`src/rtl/core/dpt_pkg.sv`:
```
// ----------------------------------------------------------------------------
// dpt_pkg
// Types and constants shared by the dual pedal torque filter.
// ----------------------------------------------------------------------------
package dpt_pkg;

	localparam int TORQUE_W   = 16;
	localparam int READ_W     = 11;
	localparam int CAL_W      = 11;
	localparam int LIM_W      = 12;
	localparam int DIV_W      = 24;
	localparam int DVS_W      = 11;
	localparam int DIV_CNT_W  = $clog2(DIV_W);
	localparam int CFG_IDX_W  = 3;
	localparam int CFG_DATA_W = 12;
	localparam int QUEUE_DEPTH = 2;

	localparam logic [CFG_IDX_W-1:0] CFG_S1_REST      = 3'd0;
	localparam logic [CFG_IDX_W-1:0] CFG_S1_FULL      = 3'd1;
	localparam logic [CFG_IDX_W-1:0] CFG_S2_REST      = 3'd2;
	localparam logic [CFG_IDX_W-1:0] CFG_S2_FULL      = 3'd3;
	localparam logic [CFG_IDX_W-1:0] CFG_TORQUE_LIMIT = 3'd4;

	localparam logic [CAL_W-1:0] S1_REST_RST = 11'd120;
	localparam logic [CAL_W-1:0] S1_FULL_RST = 11'd752;
	localparam logic [CAL_W-1:0] S2_REST_RST = 11'd752;
	localparam logic [CAL_W-1:0] S2_FULL_RST = 11'd545;
	localparam logic [LIM_W-1:0] LIMIT_RST   = 12'd3100;

	localparam logic [1:0] FAULT_NONE     = 2'd0;
	localparam logic [1:0] FAULT_MISMATCH = 2'd1;
	localparam logic [1:0] FAULT_ZERO     = 2'd2;

	typedef struct packed {
		logic [3:0] s1_hundreds;
		logic [6:0] s1_units;
		logic [3:0] s2_hundreds;
		logic [6:0] s2_units;
	} in_beat_t;

	typedef struct packed {
		logic signed [TORQUE_W-1:0] filtered_torque;
		logic [1:0]                 fault_code;
		logic                       fault_latched;
		logic signed [TORQUE_W-1:0] pedal1_torque;
		logic signed [TORQUE_W-1:0] pedal2_torque;
	} out_beat_t;

	typedef struct packed {
		logic [CAL_W-1:0] s1_rest;
		logic [CAL_W-1:0] s1_full;
		logic [CAL_W-1:0] s2_rest;
		logic [CAL_W-1:0] s2_full;
		logic [LIM_W-1:0] torque_limit;
	} cfg_t;

	typedef struct packed {
		logic [CAL_W-1:0] off_mag;
		logic             off_neg;
		logic [DVS_W-1:0] dvs;
		logic             span_neg;
		logic             span_zero;
	} pre_t;

	typedef struct packed {
		logic [DIV_W-1:0] mag;
		logic [DVS_W-1:0] dvs;
		logic             neg;
		logic             span_zero;
	} map_job_t;

	typedef struct packed {
		map_job_t m1;
		map_job_t m2;
		logic     any_zero;
	} work_t;

	typedef enum logic [2:0] {
		BK_IDLE,
		BK_MAP1,
		BK_MAP2,
		BK_MEAN,
		BK_AVG,
		BK_OUT
	} back_state_t;

endpackage

```
`src/rtl/core/dpt_front.sv`:
```
// ----------------------------------------------------------------------------
// dpt_front
// Takes sample beats, rebuilds both readings, forms offsets and spans, and
// scales the offsets by the torque limit into divider jobs.
// ----------------------------------------------------------------------------
module dpt_front import dpt_pkg::*; (
	input  logic     clk,
	input  logic     arst_n,
	input  cfg_t     cfg,
	input  logic     sample_valid,
	output logic     sample_ready,
	input  in_beat_t sample,
	output logic     job_valid,
	input  logic     job_ready,
	output work_t    job
);

	localparam logic [READ_W-1:0] RADIX = 11'd100;

	logic [READ_W-1:0]  r1, r2;
	logic signed [CAL_W:0] d1, d2, sp1, sp2;
	pre_t pre1, pre2;
	pre_t pre1_s1, pre2_s1;
	logic zero_s1, v_s1;
	logic [CAL_W+LIM_W-1:0] p1, p2;
	logic take;

	function automatic logic [CAL_W-1:0] mag(input logic signed [CAL_W:0] d);
		logic [CAL_W:0] n;
		n = d[CAL_W] ? -d : d;
		return n[CAL_W-1:0];
	endfunction

	always_comb begin
		r1 = READ_W'(sample.s1_hundreds) * RADIX + READ_W'(sample.s1_units);
		r2 = READ_W'(sample.s2_hundreds) * RADIX + READ_W'(sample.s2_units);
		d1  = $signed({1'b0, r1}) - $signed({1'b0, cfg.s1_rest});
		sp1 = $signed({1'b0, cfg.s1_full}) - $signed({1'b0, cfg.s1_rest});
		d2  = $signed({1'b0, cfg.s2_rest}) - $signed({1'b0, r2});
		sp2 = $signed({1'b0, cfg.s2_rest}) - $signed({1'b0, cfg.s2_full});
		pre1.off_mag   = mag(d1);
		pre1.off_neg   = d1[CAL_W];
		pre1.dvs       = mag(sp1);
		pre1.span_neg  = sp1[CAL_W];
		pre1.span_zero = (sp1 == '0);
		pre2.off_mag   = mag(d2);
		pre2.off_neg   = d2[CAL_W];
		pre2.dvs       = mag(sp2);
		pre2.span_neg  = sp2[CAL_W];
		pre2.span_zero = (sp2 == '0);
	end

	assign job_valid    = v_s1;
	assign take         = sample_valid && sample_ready;
	assign sample_ready = !v_s1 || job_ready;

	always_ff @(posedge clk or negedge arst_n) begin
		if (!arst_n) begin
			v_s1 <= 1'b0;
		end else if (take) begin
			v_s1 <= 1'b1;
		end else if (job_ready) begin
			v_s1 <= 1'b0;
		end
	end

	always_ff @(posedge clk) begin
		if (take) begin
			pre1_s1 <= pre1;
			pre2_s1 <= pre2;
			zero_s1 <= (r1 == '0) || (r2 == '0);
		end
	end

	always_comb begin
		p1 = {{LIM_W{1'b0}}, pre1_s1.off_mag} * {{CAL_W{1'b0}}, cfg.torque_limit};
		p2 = {{LIM_W{1'b0}}, pre2_s1.off_mag} * {{CAL_W{1'b0}}, cfg.torque_limit};
		job.m1.mag       = DIV_W'(p1);
		job.m1.dvs       = pre1_s1.dvs;
		job.m1.neg       = pre1_s1.off_neg ^ pre1_s1.span_neg;
		job.m1.span_zero = pre1_s1.span_zero;
		job.m2.mag       = DIV_W'(p2);
		job.m2.dvs       = pre2_s1.dvs;
		job.m2.neg       = pre2_s1.off_neg ^ pre2_s1.span_neg;
		job.m2.span_zero = pre2_s1.span_zero;
		job.any_zero     = zero_s1;
	end

endmodule

```
`src/rtl/core/dpt_queue.sv`:
```
// ----------------------------------------------------------------------------
// dpt_queue
// Short job queue between front and back.
// ----------------------------------------------------------------------------
module dpt_queue import dpt_pkg::*; (
	input  logic  clk,
	input  logic  arst_n,
	input  logic  push_valid,
	output logic  push_ready,
	input  work_t push_data,
	output logic  pop_valid,
	input  logic  pop_ready,
	output work_t pop_data
);

	localparam int PTR_W = $clog2(QUEUE_DEPTH);
	localparam int CNT_W = $clog2(QUEUE_DEPTH + 1);

	work_t ent_q [QUEUE_DEPTH];
	logic [PTR_W-1:0] wr_q, rd_q;
	logic [CNT_W-1:0] cnt_q;
	logic do_push, do_pop;

	assign push_ready = (cnt_q != CNT_W'(QUEUE_DEPTH));
	assign pop_valid  = (cnt_q != '0);
	assign pop_data   = ent_q[rd_q];
	assign do_push    = push_valid && push_ready;
	assign do_pop     = pop_valid && pop_ready;

	always_ff @(posedge clk or negedge arst_n) begin
		if (!arst_n) begin
			wr_q  <= '0;
			rd_q  <= '0;
			cnt_q <= '0;
		end else begin
			if (do_push) begin
				wr_q <= (wr_q == PTR_W'(QUEUE_DEPTH - 1)) ? '0 : wr_q + 1'b1;
			end
			if (do_pop) begin
				rd_q <= (rd_q == PTR_W'(QUEUE_DEPTH - 1)) ? '0 : rd_q + 1'b1;
			end
			cnt_q <= cnt_q + CNT_W'(do_push) - CNT_W'(do_pop);
		end
	end

	always_ff @(posedge clk) begin
		if (do_push) begin
			ent_q[wr_q] <= push_data;
		end
	end

endmodule

```
`src/rtl/core/dpt_div.sv`:
```
// ----------------------------------------------------------------------------
// dpt_div
// Restoring serial divider, one quotient bit per cycle, unsigned.
// ----------------------------------------------------------------------------
module dpt_div import dpt_pkg::*; (
	input  logic             clk,
	input  logic             arst_n,
	input  logic             start,
	input  logic [DIV_W-1:0] dividend,
	input  logic [DVS_W-1:0] divisor,
	output logic             done,
	output logic [DIV_W-1:0] quot
);

	logic [DIV_W-1:0]     dvd_q;
	logic [DVS_W-1:0]     rem_q, dvs_q;
	logic [DIV_CNT_W-1:0] cnt_q;
	logic                 busy_q, done_q;
	logic [DVS_W:0]       rem_sh, rem_sub;
	logic                 ge;

	always_comb begin
		rem_sh  = {rem_q, dvd_q[DIV_W-1]};
		rem_sub = rem_sh - {1'b0, dvs_q};
		ge      = (rem_sh >= {1'b0, dvs_q});
	end

	assign done = done_q;
	assign quot = dvd_q;

	always_ff @(posedge clk or negedge arst_n) begin
		if (!arst_n) begin
			busy_q <= 1'b0;
			done_q <= 1'b0;
			cnt_q  <= '0;
		end else begin
			done_q <= busy_q && (cnt_q == '0);
			if (start) begin
				busy_q <= 1'b1;
				cnt_q  <= DIV_CNT_W'(DIV_W - 1);
			end else if (busy_q) begin
				if (cnt_q == '0) begin
					busy_q <= 1'b0;
				end else begin
					cnt_q <= cnt_q - 1'b1;
				end
			end
		end
	end

	always_ff @(posedge clk) begin
		if (start) begin
			dvd_q <= dividend;
			dvs_q <= divisor;
			rem_q <= '0;
		end else if (busy_q) begin
			dvd_q <= {dvd_q[DIV_W-2:0], ge};
			rem_q <= ge ? rem_sub[DVS_W-1:0] : rem_sh[DVS_W-1:0];
		end
	end

endmodule

```
`src/rtl/core/dpt_back.sv`:
```
// ----------------------------------------------------------------------------
// dpt_back
// Runs both pedal maps on the shared divider, averages the history with a
// reciprocal multiply, tracks the mismatch run and faults, and holds the
// result beat.
// ----------------------------------------------------------------------------
module dpt_back import dpt_pkg::*; #(
	parameter int HISTORY_DEPTH      = 4,
	parameter int MISMATCH_LIMIT     = 20,
	parameter int MISMATCH_TOLERANCE = 1600
) (
	input  logic      clk,
	input  logic      arst_n,
	input  logic      job_valid,
	output logic      job_ready,
	input  work_t     job,
	output logic      result_valid,
	input  logic      result_ready,
	output out_beat_t result
);

	localparam int SUM_W  = TORQUE_W + $clog2(HISTORY_DEPTH);
	localparam int ZC_W   = $clog2(HISTORY_DEPTH + 1);
	localparam int AVG_SH = SUM_W + $clog2(HISTORY_DEPTH);
	localparam longint unsigned AVG_RECIP_L =
		((64'd1 << AVG_SH) + 64'(HISTORY_DEPTH) - 64'd1) / 64'(HISTORY_DEPTH);
	localparam logic [AVG_SH-1:0] AVG_RECIP = AVG_SH'(AVG_RECIP_L);

	back_state_t state_q, state_d;

	work_t job_q;
	logic signed [TORQUE_W-1:0] t1_q, t2_q, avg_q;
	logic signed [TORQUE_W-1:0] hist_q [HISTORY_DEPTH];
	logic signed [SUM_W-1:0]    sum_q, sum_nx;
	logic [SUM_W-1:0]           sum_mag;
	logic [SUM_W+AVG_SH-1:0]    avg_prod;
	logic [TORQUE_W-1:0]        avg_quot;
	logic [ZC_W-1:0]            zc_q, zc_nx;
	logic [7:0]                 run_q, run_nx;
	logic                       sticky_q;
	logic [1:0]                 code_q, code_nx;
	out_beat_t                  out_q;
	logic                       out_valid_q;

	logic signed [TORQUE_W:0]   tsum, tsum_adj, dif;
	logic [TORQUE_W:0]          adif;
	logic signed [TORQUE_W-1:0] mean, oldest;

	logic             div_start, div_done;
	logic [DIV_W-1:0] div_dvd, div_quot;
	logic [DVS_W-1:0] div_dvs;

	function automatic logic signed [TORQUE_W-1:0] map_fin(input map_job_t m,
			input logic [DIV_W-1:0] q);
		logic signed [TORQUE_W-1:0] r;
		if (m.span_zero) begin
			r = '0;
		end else if (!m.neg) begin
			r = (q > DIV_W'(32767)) ? 16'sh7FFF : $signed(q[TORQUE_W-1:0]);
		end else begin
			r = (q > DIV_W'(32768)) ? 16'sh8000 : $signed(-q[TORQUE_W-1:0]);
		end
		return r;
	endfunction

	dpt_div u_div (
		.clk      (clk),
		.arst_n   (arst_n),
		.start    (div_start),
		.dividend (div_dvd),
		.divisor  (div_dvs),
		.done     (div_done),
		.quot     (div_quot)
	);

	always_comb begin
		tsum     = $signed({t1_q[TORQUE_W-1], t1_q}) + $signed({t2_q[TORQUE_W-1], t2_q});
		tsum_adj = tsum + (tsum[TORQUE_W] ? 17'sd1 : 17'sd0);
		mean     = tsum_adj[TORQUE_W:1];
		dif      = $signed({t1_q[TORQUE_W-1], t1_q}) - $signed({t2_q[TORQUE_W-1], t2_q});
		adif     = dif[TORQUE_W] ? (TORQUE_W+1)'(-dif) : (TORQUE_W+1)'(dif);
		if (adif < (TORQUE_W+1)'(MISMATCH_TOLERANCE)) begin
			run_nx = '0;
		end else begin
			run_nx = (run_q == 8'hFF) ? run_q : run_q + 8'd1;
		end
		if (run_nx >= 8'(MISMATCH_LIMIT)) begin
			code_nx = FAULT_MISMATCH;
		end else if (job_q.any_zero) begin
			code_nx = FAULT_ZERO;
		end else begin
			code_nx = FAULT_NONE;
		end
		oldest   = hist_q[HISTORY_DEPTH-1];
		sum_nx   = sum_q + SUM_W'(mean) - SUM_W'(oldest);
		zc_nx    = zc_q + ZC_W'(mean == '0) - ZC_W'(oldest == '0);
		sum_mag  = sum_q[SUM_W-1] ? SUM_W'(-sum_q) : SUM_W'(sum_q);
		avg_prod = {{AVG_SH{1'b0}}, sum_mag} * {{SUM_W{1'b0}}, AVG_RECIP};
		avg_quot = avg_prod[AVG_SH+TORQUE_W-1:AVG_SH];
	end

	assign job_ready    = (state_q == BK_IDLE);
	assign result_valid = out_valid_q;
	assign result       = out_q;

	always_ff @(posedge clk or negedge arst_n) begin
		if (!arst_n) begin
			state_q <= BK_IDLE;
		end else begin
			state_q <= state_d;
		end
	end

	always_comb begin
		state_d   = state_q;
		div_start = 1'b0;
		div_dvd   = job.m1.mag;
		div_dvs   = job.m1.dvs;
		unique case (state_q)
			BK_IDLE: begin
				if (job_valid) begin
					div_start = 1'b1;
					state_d   = BK_MAP1;
				end
			end
			BK_MAP1: begin
				div_dvd = job_q.m2.mag;
				div_dvs = job_q.m2.dvs;
				if (div_done) begin
					div_start = 1'b1;
					state_d   = BK_MAP2;
				end
			end
			BK_MAP2: begin
				if (div_done) begin
					state_d = BK_MEAN;
				end
			end
			BK_MEAN: begin
				state_d = BK_AVG;
			end
			BK_AVG: begin
				state_d = BK_OUT;
			end
			BK_OUT: begin
				if (!out_valid_q || result_ready) begin
					state_d = BK_IDLE;
				end
			end
			default: state_d = BK_IDLE;
		endcase
	end

	always_ff @(posedge clk or negedge arst_n) begin
		if (!arst_n) begin
			run_q       <= '0;
			sticky_q    <= 1'b0;
			sum_q       <= '0;
			zc_q        <= ZC_W'(HISTORY_DEPTH);
			out_valid_q <= 1'b0;
			for (int i = 0; i < HISTORY_DEPTH; i++) begin
				hist_q[i] <= '0;
			end
		end else begin
			if (state_q == BK_MEAN) begin
				run_q    <= run_nx;
				sticky_q <= sticky_q || (code_nx != FAULT_NONE);
				sum_q    <= sum_nx;
				zc_q     <= zc_nx;
				hist_q[0] <= mean;
				for (int i = 1; i < HISTORY_DEPTH; i++) begin
					hist_q[i] <= hist_q[i-1];
				end
			end
			if (state_q == BK_OUT && (!out_valid_q || result_ready)) begin
				out_valid_q <= 1'b1;
			end else if (result_ready) begin
				out_valid_q <= 1'b0;
			end
		end
	end

	always_ff @(posedge clk) begin
		if (state_q == BK_IDLE && job_valid) begin
			job_q <= job;
		end
		if (state_q == BK_MAP1 && div_done) begin
			t1_q <= map_fin(job_q.m1, div_quot);
		end
		if (state_q == BK_MAP2 && div_done) begin
			t2_q <= map_fin(job_q.m2, div_quot);
		end
		if (state_q == BK_MEAN) begin
			code_q <= code_nx;
		end
		if (state_q == BK_AVG) begin
			if (zc_q != '0) begin
				avg_q <= '0;
			end else if (sum_q[SUM_W-1]) begin
				avg_q <= $signed(-avg_quot);
			end else begin
				avg_q <= $signed(avg_quot);
			end
		end
		if (state_q == BK_OUT && (!out_valid_q || result_ready)) begin
			out_q.filtered_torque <= avg_q;
			out_q.fault_code      <= code_q;
			out_q.fault_latched   <= sticky_q;
			out_q.pedal1_torque   <= t1_q;
			out_q.pedal2_torque   <= t2_q;
		end
	end

endmodule

```
`src/rtl/core/dual_pedal_torque_filter.sv`:
```
// ----------------------------------------------------------------------------
// dual_pedal_torque_filter
// Dual pedal sensor plausibility check with a moving-average torque output.
//
//   channel   signals                              width
//   sample    sample_valid / sample_ready / sample in_beat_t (22 bit)
//   result    result_valid / result_ready / result out_beat_t (51 bit)
//   config    cfg_we / cfg_idx / cfg_wdata         3 bit index, 12 bit data
//
// Each beat runs both pedal maps through the shared serial divider (one quotient
// bit a cycle), then the mean, average and output states; the back takes the
// next beat only once it has returned to idle.
// Reset restores calibration defaults, clears history, run count and fault.
// A two-entry queue lets the front take samples while the back works, and
// the result register holds a beat while the next sample is taken.
// ----------------------------------------------------------------------------
module dual_pedal_torque_filter import dpt_pkg::*; #(
	parameter int HISTORY_DEPTH      = 4,
	parameter int MISMATCH_LIMIT     = 20,
	parameter int MISMATCH_TOLERANCE = 1600
) (
	input  logic                  clk,
	input  logic                  arst_n,
	input  logic                  cfg_we,
	input  logic [CFG_IDX_W-1:0]  cfg_idx,
	input  logic [CFG_DATA_W-1:0] cfg_wdata,
	input  logic                  sample_valid,
	output logic                  sample_ready,
	input  in_beat_t              sample,
	output logic                  result_valid,
	input  logic                  result_ready,
	output out_beat_t             result
);

	cfg_t  cfg_q;
	logic  fj_valid, fj_ready, bj_valid, bj_ready;
	work_t fj_data, bj_data;

	always_ff @(posedge clk or negedge arst_n) begin
		if (!arst_n) begin
			cfg_q.s1_rest      <= S1_REST_RST;
			cfg_q.s1_full      <= S1_FULL_RST;
			cfg_q.s2_rest      <= S2_REST_RST;
			cfg_q.s2_full      <= S2_FULL_RST;
			cfg_q.torque_limit <= LIMIT_RST;
		end else if (cfg_we) begin
			unique case (cfg_idx)
				CFG_S1_REST:      cfg_q.s1_rest      <= cfg_wdata[CAL_W-1:0];
				CFG_S1_FULL:      cfg_q.s1_full      <= cfg_wdata[CAL_W-1:0];
				CFG_S2_REST:      cfg_q.s2_rest      <= cfg_wdata[CAL_W-1:0];
				CFG_S2_FULL:      cfg_q.s2_full      <= cfg_wdata[CAL_W-1:0];
				CFG_TORQUE_LIMIT: cfg_q.torque_limit <= cfg_wdata[LIM_W-1:0];
				default: ;
			endcase
		end
	end

	dpt_front u_front (
		.clk          (clk),
		.arst_n       (arst_n),
		.cfg          (cfg_q),
		.sample_valid (sample_valid),
		.sample_ready (sample_ready),
		.sample       (sample),
		.job_valid    (fj_valid),
		.job_ready    (fj_ready),
		.job          (fj_data)
	);

	dpt_queue u_queue (
		.clk        (clk),
		.arst_n     (arst_n),
		.push_valid (fj_valid),
		.push_ready (fj_ready),
		.push_data  (fj_data),
		.pop_valid  (bj_valid),
		.pop_ready  (bj_ready),
		.pop_data   (bj_data)
	);

	dpt_back #(
		.HISTORY_DEPTH      (HISTORY_DEPTH),
		.MISMATCH_LIMIT     (MISMATCH_LIMIT),
		.MISMATCH_TOLERANCE (MISMATCH_TOLERANCE)
	) u_back (
		.clk          (clk),
		.arst_n       (arst_n),
		.job_valid    (bj_valid),
		.job_ready    (bj_ready),
		.job          (bj_data),
		.result_valid (result_valid),
		.result_ready (result_ready),
		.result       (result)
	);

endmodule
```
`config.mk`:
```
export PLATFORM = sky130hd
export DESIGN_NAME = dual_pedal_torque_filter
export DESIGN_NICKNAME = d
export VERILOG_FILES = /design/src/rtl/core/dpt_pkg.sv /design/src/rtl/core/dpt_front.sv /design/src/rtl/core/dpt_queue.sv /design/src/rtl/core/dpt_div.sv /design/src/rtl/core/dpt_back.sv /design/src/rtl/core/dual_pedal_torque_filter.sv
export SDC_FILE = /design/constraint.sdc
export NUM_CORES = 2
export LEC_CHECK = 0
export BUFFER_PORTS_ARGS = -buffer_cell sky130_fd_sc_hd__buf_2
export CAP_MARGIN = 40
export CORE_MARGIN = 4
export CORE_UTILIZATION = 35
export CTS_CLUSTER_SIZE = 10
export DETAILED_ROUTE_END_ITERATION = 6
export PLACE_DENSITY = 0.56
export REMOVE_ABC_BUFFERS = 1
export SLEW_MARGIN = 20
export SYNTH_ARGS = -nofsm -noshare
export SYNTH_HDL_FRONTEND = slang
export SYNTH_SLANG_ARGS = --single-unit
```
`constraint.sdc`:
```
create_clock -name clk -period 8 [get_ports clk]
set_clock_uncertainty 0.2 [all_clocks]
set_input_delay 0.8 -clock clk [delete_from_list [all_inputs] [get_ports clk]]
set_output_delay 0.8 -clock clk [all_outputs]
set_load 0.03 [all_outputs]
```
## Yosys cells after proc, flatten, opt, wreduce, memory -nomap -nowiden

Memories as Yosys holds them, arrays and structs flattened.
Index checks and enable logic that the tools add are counted.

- Register bits: 404
- Memory bits (writable): 146
- Input bits: 42
- Output and inout bits: 53
- Logic and storage cells: 186
- Memories kept: 1

Memories:

| memory | words | bits a word | read ports | clocked after memory_dff | wr ports | RTL line | RTL |
|---|---|---|---|---|---|---|---|
| u_queue.ent_q | 2 | 73 | 1 | 0 | 1 | dpt_queue.sv:19 | `work_t ent_q [QUEUE_DEPTH];` |

- Add/sub/neg operators: 28
- $mul: 4
- Order comparisons: 5
- Equal/unequal tests: 16
- Multiplexer cells: 43
- Bitwise operators: 2
- Reduce and logical (&&, ||, !) cells: 35

Operators with widths:

| operator | number |
|---|---|
| two-way mux 16 bit | 5 |
| two-way mux 24 bit | 3 |
| two-way mux 11 bit | 6 |
| subtractor 11 x 11 -> 12 bit | 4 |
| multiplier 11 x 12 -> 23 bit | 2 |
| negator 11 bit | 4 |
| logical NOT 16 bit | 2 |
| negator 16 bit | 2 |
| greater-than comparator 24 x 15 -> 1 bit, second input constant | 1 |
| greater-than comparator 24 x 16 -> 1 bit, second input constant | 1 |
| logical NOT 12 bit | 2 |
| adder 11 x 7 -> 11 bit | 2 |
| logical NOT 11 bit | 2 |
| adder 18 x 16 -> 18 bit | 1 |
| multiplier 4 x 5 -> 9 bit, second input constant | 2 |
| two-way mux 18 bit | 1 |
| negator 18 bit | 1 |
| case mux 3 bit (6 select lines) | 1 |
| subtractor 18 x 16 -> 18 bit | 1 |
| adder 16 x 16 -> 17 bit | 1 |
| adder 17 x 2 -> 17 bit | 1 |
| < comparator 17 x 11 -> 1 bit, second input constant | 1 |
| two-way mux 17 bit | 1 |
| negator 17 bit | 1 |
| other kinds (33) | 85 |

## Logic depth before layout (Yosys ltp)

- Depth in word-level cells: 9
- Depth in mapped cells: 26
- Mapped depth without buffers: 26

## Modules after synthesis

Synthesis repeated with hierarchy kept, for this count alone.

- Cells, all modules: 3610
- Area, all modules: 38572.0 µm²

Modules (own cells, without submodules):

| module | instances | cells an instance | area an instance (µm²) | sequential area each (µm²) |
|---|---|---|---|---|
| dpt_front | 1 | 1636 | 14199.9 | 1556.5 |
| dpt_back | 1 | 1366 | 13618.1 | 6687.7 |
| dpt_queue | 1 | 255 | 5785.5 | 4604.4 |
| dpt_div | 1 | 231 | 2771.4 | 1446.4 |
| dual_pedal_torque_filter | 1 | 122 | 2197.1 | 1428.9 |

## Least setup slack after synthesis

OpenSTA, ideal clock, no wires.

- Path type: register to register
- Start: reg u_back.state_q[2]
- End: reg u_back.u_div.dvd_q[1], in the netlist u_back.u_div.quot[1] (data pin)
- Library setup time: 0.276 ns
- Arrival: 5.907 ns
- Data required time: 7.524 ns
- Setup slack: 1.617 ns
- Stages on the path, launching flop included: 6
- Buffers on the path: 1
- Clock period less this slack: 6.383 ns
- Path through: dfrtp_1 > clkbuf_1 > nor4_1 > nor2_1 > inv_1 > o21ai_0

- Cells in the longest elaborated chain, start to end: 3
- Elaborated cells on any way between the ends: 5
- Those cells by class: eq/ne: 1; mux: 3; reduce/logical: 1

Ends and longest elaborated chain:

| element | RTL line | RTL |
|---|---|---|
| start, declared | dpt_back.sv:29 | `back_state_t state_q, state_d;` |
| start signal, assigned | dpt_back.sv:110 | `state_q <= state_d;` |
| equality test 3 x 1 -> 1 bit / logical NOT 3 bit (equally long branches) | dpt_back.sv:119 | `unique case (state_q)` |
| case mux 1 bit (2 select lines) (*) | dpt_back.sv:119 |  |
| named net u_back.div_start | dpt_back.sv:49 | `logic div_start, div_done;` |
| two-way mux 24 bit (*) | dpt_div.sv:52 | `if (start) begin` |
| end signal, assigned | dpt_div.sv:53 | `dvd_q <= dividend;` |
| end signal, assigned | dpt_div.sv:57 | `dvd_q <= {dvd_q[DIV_W-2:0], ge};` |
| end, declared | dpt_div.sv:15 | `logic [DIV_W-1:0] dvd_q;` |

Mark *: on every way through the listed nets, which the timed path passes. The rest lies on a longest branch.
A chain may end at the register's enable or synchronous reset.

## Final worst setup path

- Start: reg u_back.t2_q[7]
- End: reg u_back.sum_q[17]

- Cells in the longest elaborated chain, start to end: 5

Ends and longest elaborated chain:

| element | RTL line | RTL |
|---|---|---|
| start, declared | dpt_back.sv:32 | `logic signed [TORQUE_W-1:0] t1_q, t2_q, avg_q;` |
| start signal, assigned | dpt_back.sv:191 | `t2_q <= map_fin(job_q.m2, div_quot);` |
| adder 16 x 16 -> 17 bit (*) | dpt_back.sv:77 | `tsum = $signed({t1_q[TORQUE_W-1], t1_q}) + $signed({t2_q[TORQUE_W-1], t2_q});` |
| two-way mux 1 bit | dpt_back.sv:78 | `tsum_adj = tsum + (tsum[TORQUE_W] ? 17'sd1 : 17'sd0);` |
| adder 17 x 2 -> 17 bit (*) | dpt_back.sv:78 |  |
| adder 18 x 16 -> 18 bit (*) | dpt_back.sv:95 | `sum_nx = sum_q + SUM_W'(mean) - SUM_W'(oldest);` |
| subtractor 18 x 16 -> 18 bit (*) | dpt_back.sv:95 |  |
| end signal, assigned | dpt_back.sv:168 | `sum_q <= sum_nx;` |
| end, declared | dpt_back.sv:34 | `logic signed [SUM_W-1:0] sum_q, sum_nx;` |

Every way passes the cells marked *; elsewhere a longest branch is shown, timed or not.

==> results by group <==
Yosys
  – Seq cells post-synth: 549
  – Avg Synthesized Cell Area: ~10 sq um
  – Yosys warning total: 0
  – Synth Flop Type: edfxtp_1
  – Count of different cell masters after synthesis: between 80 and 90
  – Netlist Area Pre-Place: roughly 0.037 sq mm
  – Gate Count Post-Synth: 3577
  – Synth async-reset ratio: a little under a third
  – Number of synthesized flops with an enable pin: around 370
  – Seq/Total Area, Yosys: between 40% and 50%

Timing
  – Fin worst setup slack: roughly 1.6 ns
  – RSZ-0062 raised after global routing: false
  – Final setup violation count: 0
  – Least-Margin Pin Slew: 0.8699 ns
  – Final Critical Period: 6.443 ns
  – Setup TNS: 0 ns
  – Final Cycle Share: between 80 and 90%
  – Fmax: ~160 MHz
  – Max-slew violations: 0
  – Rel. slew slack: roughly two fifths
  – Fin. Hold Viols: 0

Die
  – # IOs: 95
  – Vert. Die Dim: between 300 and 400 microns
  – Die span in x: ~330 microns
  – # rows: 119
  – Initial Util: 35.25%
  – Core Region: 0.1054 sq mm
  – Die Area: ~0.11 sq mm

Clock network
  – TritonCTS buffer count: 70
  – Worst skew pair latency: 0.63 ns
  – Clk buf depth: 3
  – CTS tree: done
  – Max H-tree Level: 3
  – TritonCTS Sinks: ~550
  – Clock transition at path regs: about 0.070 ns
  – Root Driver: clkbuf_16

Finish
  – Final non-filler cell total: a little over 5000
  – Area delta synth->final: 11.61%
  – Fill count: approximately 10000
  – Post-layout util: 39.35%
  – Area of the multi-input gates: 0.01960 sq mm
  – Antenna cells: 0
  – NumNets Final: roughly 4200
  – Share of layout cells above drive strength 1: around a tenth
  – Most common cell after layout, fill and taps aside: nand2_1
  – Most frequent cells in the layout: nand2_1, inv_1, edfxtp_1
  – Reg area: between 0.015 and 0.02 sq mm

Flow run
  – Max-cap violations: 0

Detailed routing
  – Antenna viol nets, final: 0
  – Post-Route WL: 83.44 mm
  – Drt first-iter violations: 1340
  – Post-route DRC: 0
  – First-pass DRT Iterations: 7
  – Via count: 24830
  – Routed length per instance: 16.42 microns
  – Post-DR vias/cell: 4.887

Placement
  – Dpl cells: about 5000
  – PortBufs: 94
  – Placement Setup Slack: 1.600 ns
  – HPWL Detailed: 62.64 mm
  – GPL Wtd Cong: between 0.8 and 0.9

Min path
  – HP Class: in2reg

Setup path
  – CP Launch Type: flop
  – WP data required: slightly above 8 ns
  – Critical path type: reg2reg
  – Setup crit end kind: flop
  – CP max FO: 16
  – CP arrival: just under 7 ns

Run status
  – Status: completed

Global routing
  – Number of global-route vias before repair: ~25000
  – First-pass GRT wire length: between 100 and 150 mm
  – Pin count of the biggest net entering global routing: 70
  – Total gr overflow: 0
  – Total GRT Usage: 15.17%
  – Initial antenna violation count: 2
[path summary, 6_finish.rpt]
check,startpoint,endpoint,slack [ns],cells past startpoint
min in group asynchronous,arst_n,u_queue.wr_q,0.48,2
worst min-delay path,sample_valid,u_front.job_valid,0.21,2
worst min register to register,u_back.avg_q[14],u_back.result[49],0.22,0
worst max-delay path,u_back.t2_q[7],u_back.sum_q[17],1.56,23
max in group asynchronous,arst_n,cfg_q[27],6.14,4
worst max register to register,u_back.t2_q[7],u_back.sum_q[17],1.56,23
[state kept, by name, summed over array words and instances (netlist names), 18 cells and up]
| signal | cells |
|---|---|
| cfg_q | 56 |
| u_back.hist_q | 48 |
| u_back.job_q | 39 |
| u_back.result | 51 |
| u_back.sum_q | 18 |
| u_back.u_div.quot | 24 |
| u_front.job | 24 |
| u_queue.ent_q | 146 |
[area by class of cell]
class / instances / share of cell area [%]
clock buffer: 101 / 4.576
clock inverter: 20 / 0.6877
inverter: 397 / 3.592
multi-input combinational: 2494 / 47.24
sequential: 549 / 37.55
tap: 1391 / 4.196
timing repair buffer: 130 / 2.151
[worst max-delay path, cell delays in order, from the launching register on]
cell	delay [ns]
edfxtp_1	0.39
inv_1	0.06
ha_1	0.61
nor2b_1	0.12
nor2_1	0.26
a31oi_1	0.22
o211ai_1	0.35
or2b_2	0.37
nor2_1	0.11
ha_1	0.21
nand4_1	0.20
nor2_1	0.25
nand2_1	0.08
nor4b_1	0.43
xor2_1	0.55
fa_1	0.50
inv_1	0.06
ha_1	0.28
and3_1	0.20
a211o_1	0.28
a21oi_1	0.18
xnor2_1	0.14
nand2_1	0.09
xnor2_1	0.15
[metrics by stage]
stage	hold WS [ns]	cell area (sq um)
after detailed placement	0.2057	39220
after CTS	0.1935	41410
after floorplan	0.2003	36590
after global placement	0.2026	39010
after global routing	0.2112	41480
final	0.2146	41480
[synth_stat cells, types with 7 or more instances]
library cell	n	area, sq um
o21a_1	11	82.58
or3_1	35	219.0
fa_1	207	4144
nand2_1	494	1854
and2_1	140	875.8
nor2_1	199	747.0
ha_1	272	3403
clkbuf_1	116	435.4
dfrtp_1	143	3578
o31ai_1	8	60.06
nor3b_1	13	97.59
inv_1	396	1486
a21boi_0	12	90.09
o21bai_1	19	142.6
xor2_1	62	543.0
nor3_1	62	310.3
a21oi_1	134	670.6
nand3b_1	7	52.55
a31oi_1	15	93.84
a21o_1	31	232.7
o211ai_1	12	90.09
and3_1	21	131.4
or4_1	11	82.58
xnor2_1	135	1182
o21ai_0	182	910.9
dfstp_2	23	604.3
buf_1	12	45.04
mux2i_1	48	480.5
a211oi_1	13	97.59
edfxtp_1	372	11170
nand4_1	10	62.56
mux2_2	90	1013
nand3_1	45	225.2
nand2b_1	19	118.9
nor4_1	24	150.1
or2_2	16	100.1
nor2b_1	35	219.0
a221oi_1	25	219.0
dfxtp_1	11	220.2
[logic make-up (layout without fill, tap and decap cells)]
| logic type | after synthesis | count (layout) | share of synthesized area (%) |
|---|---|---|---|
| simple gates | 1147 | 1147 | 14.50 |
| buf+inv | 534 | 648 | 5.555 |
| mux | 139 | 139 | 4.080 |
| xor+xnor | 197 | 197 | 4.643 |
| fa+ha+maj | 479 | 479 | 20.31 |
| compound gates | 532 | 532 | 9.009 |
| flops | 549 | 549 | 41.90 |
[layer usage]
layer,routed length (microns),part of all wire (%),global-route usage (%),up-vias
met5,0,0,0,-
met4,2852,3.4,5.375,0
met3,3300,4.0,2.173,128
met2,38990,47,25.28,471
met1,38300,46,20.25,11970
li1,-,-,-,12260
[timing repair]
action / 4_1_cts / 5_1_grt
hold endpoints to repair: 36 / 0
buffers inserted: 0 / 0
hold buffers: 1 / 0
gates resized for setup: 0 / 0
Power is left out: the tool's default activity adds up to more than one toggle a clock period on the data nets, which glitch-free logic cannot reach.
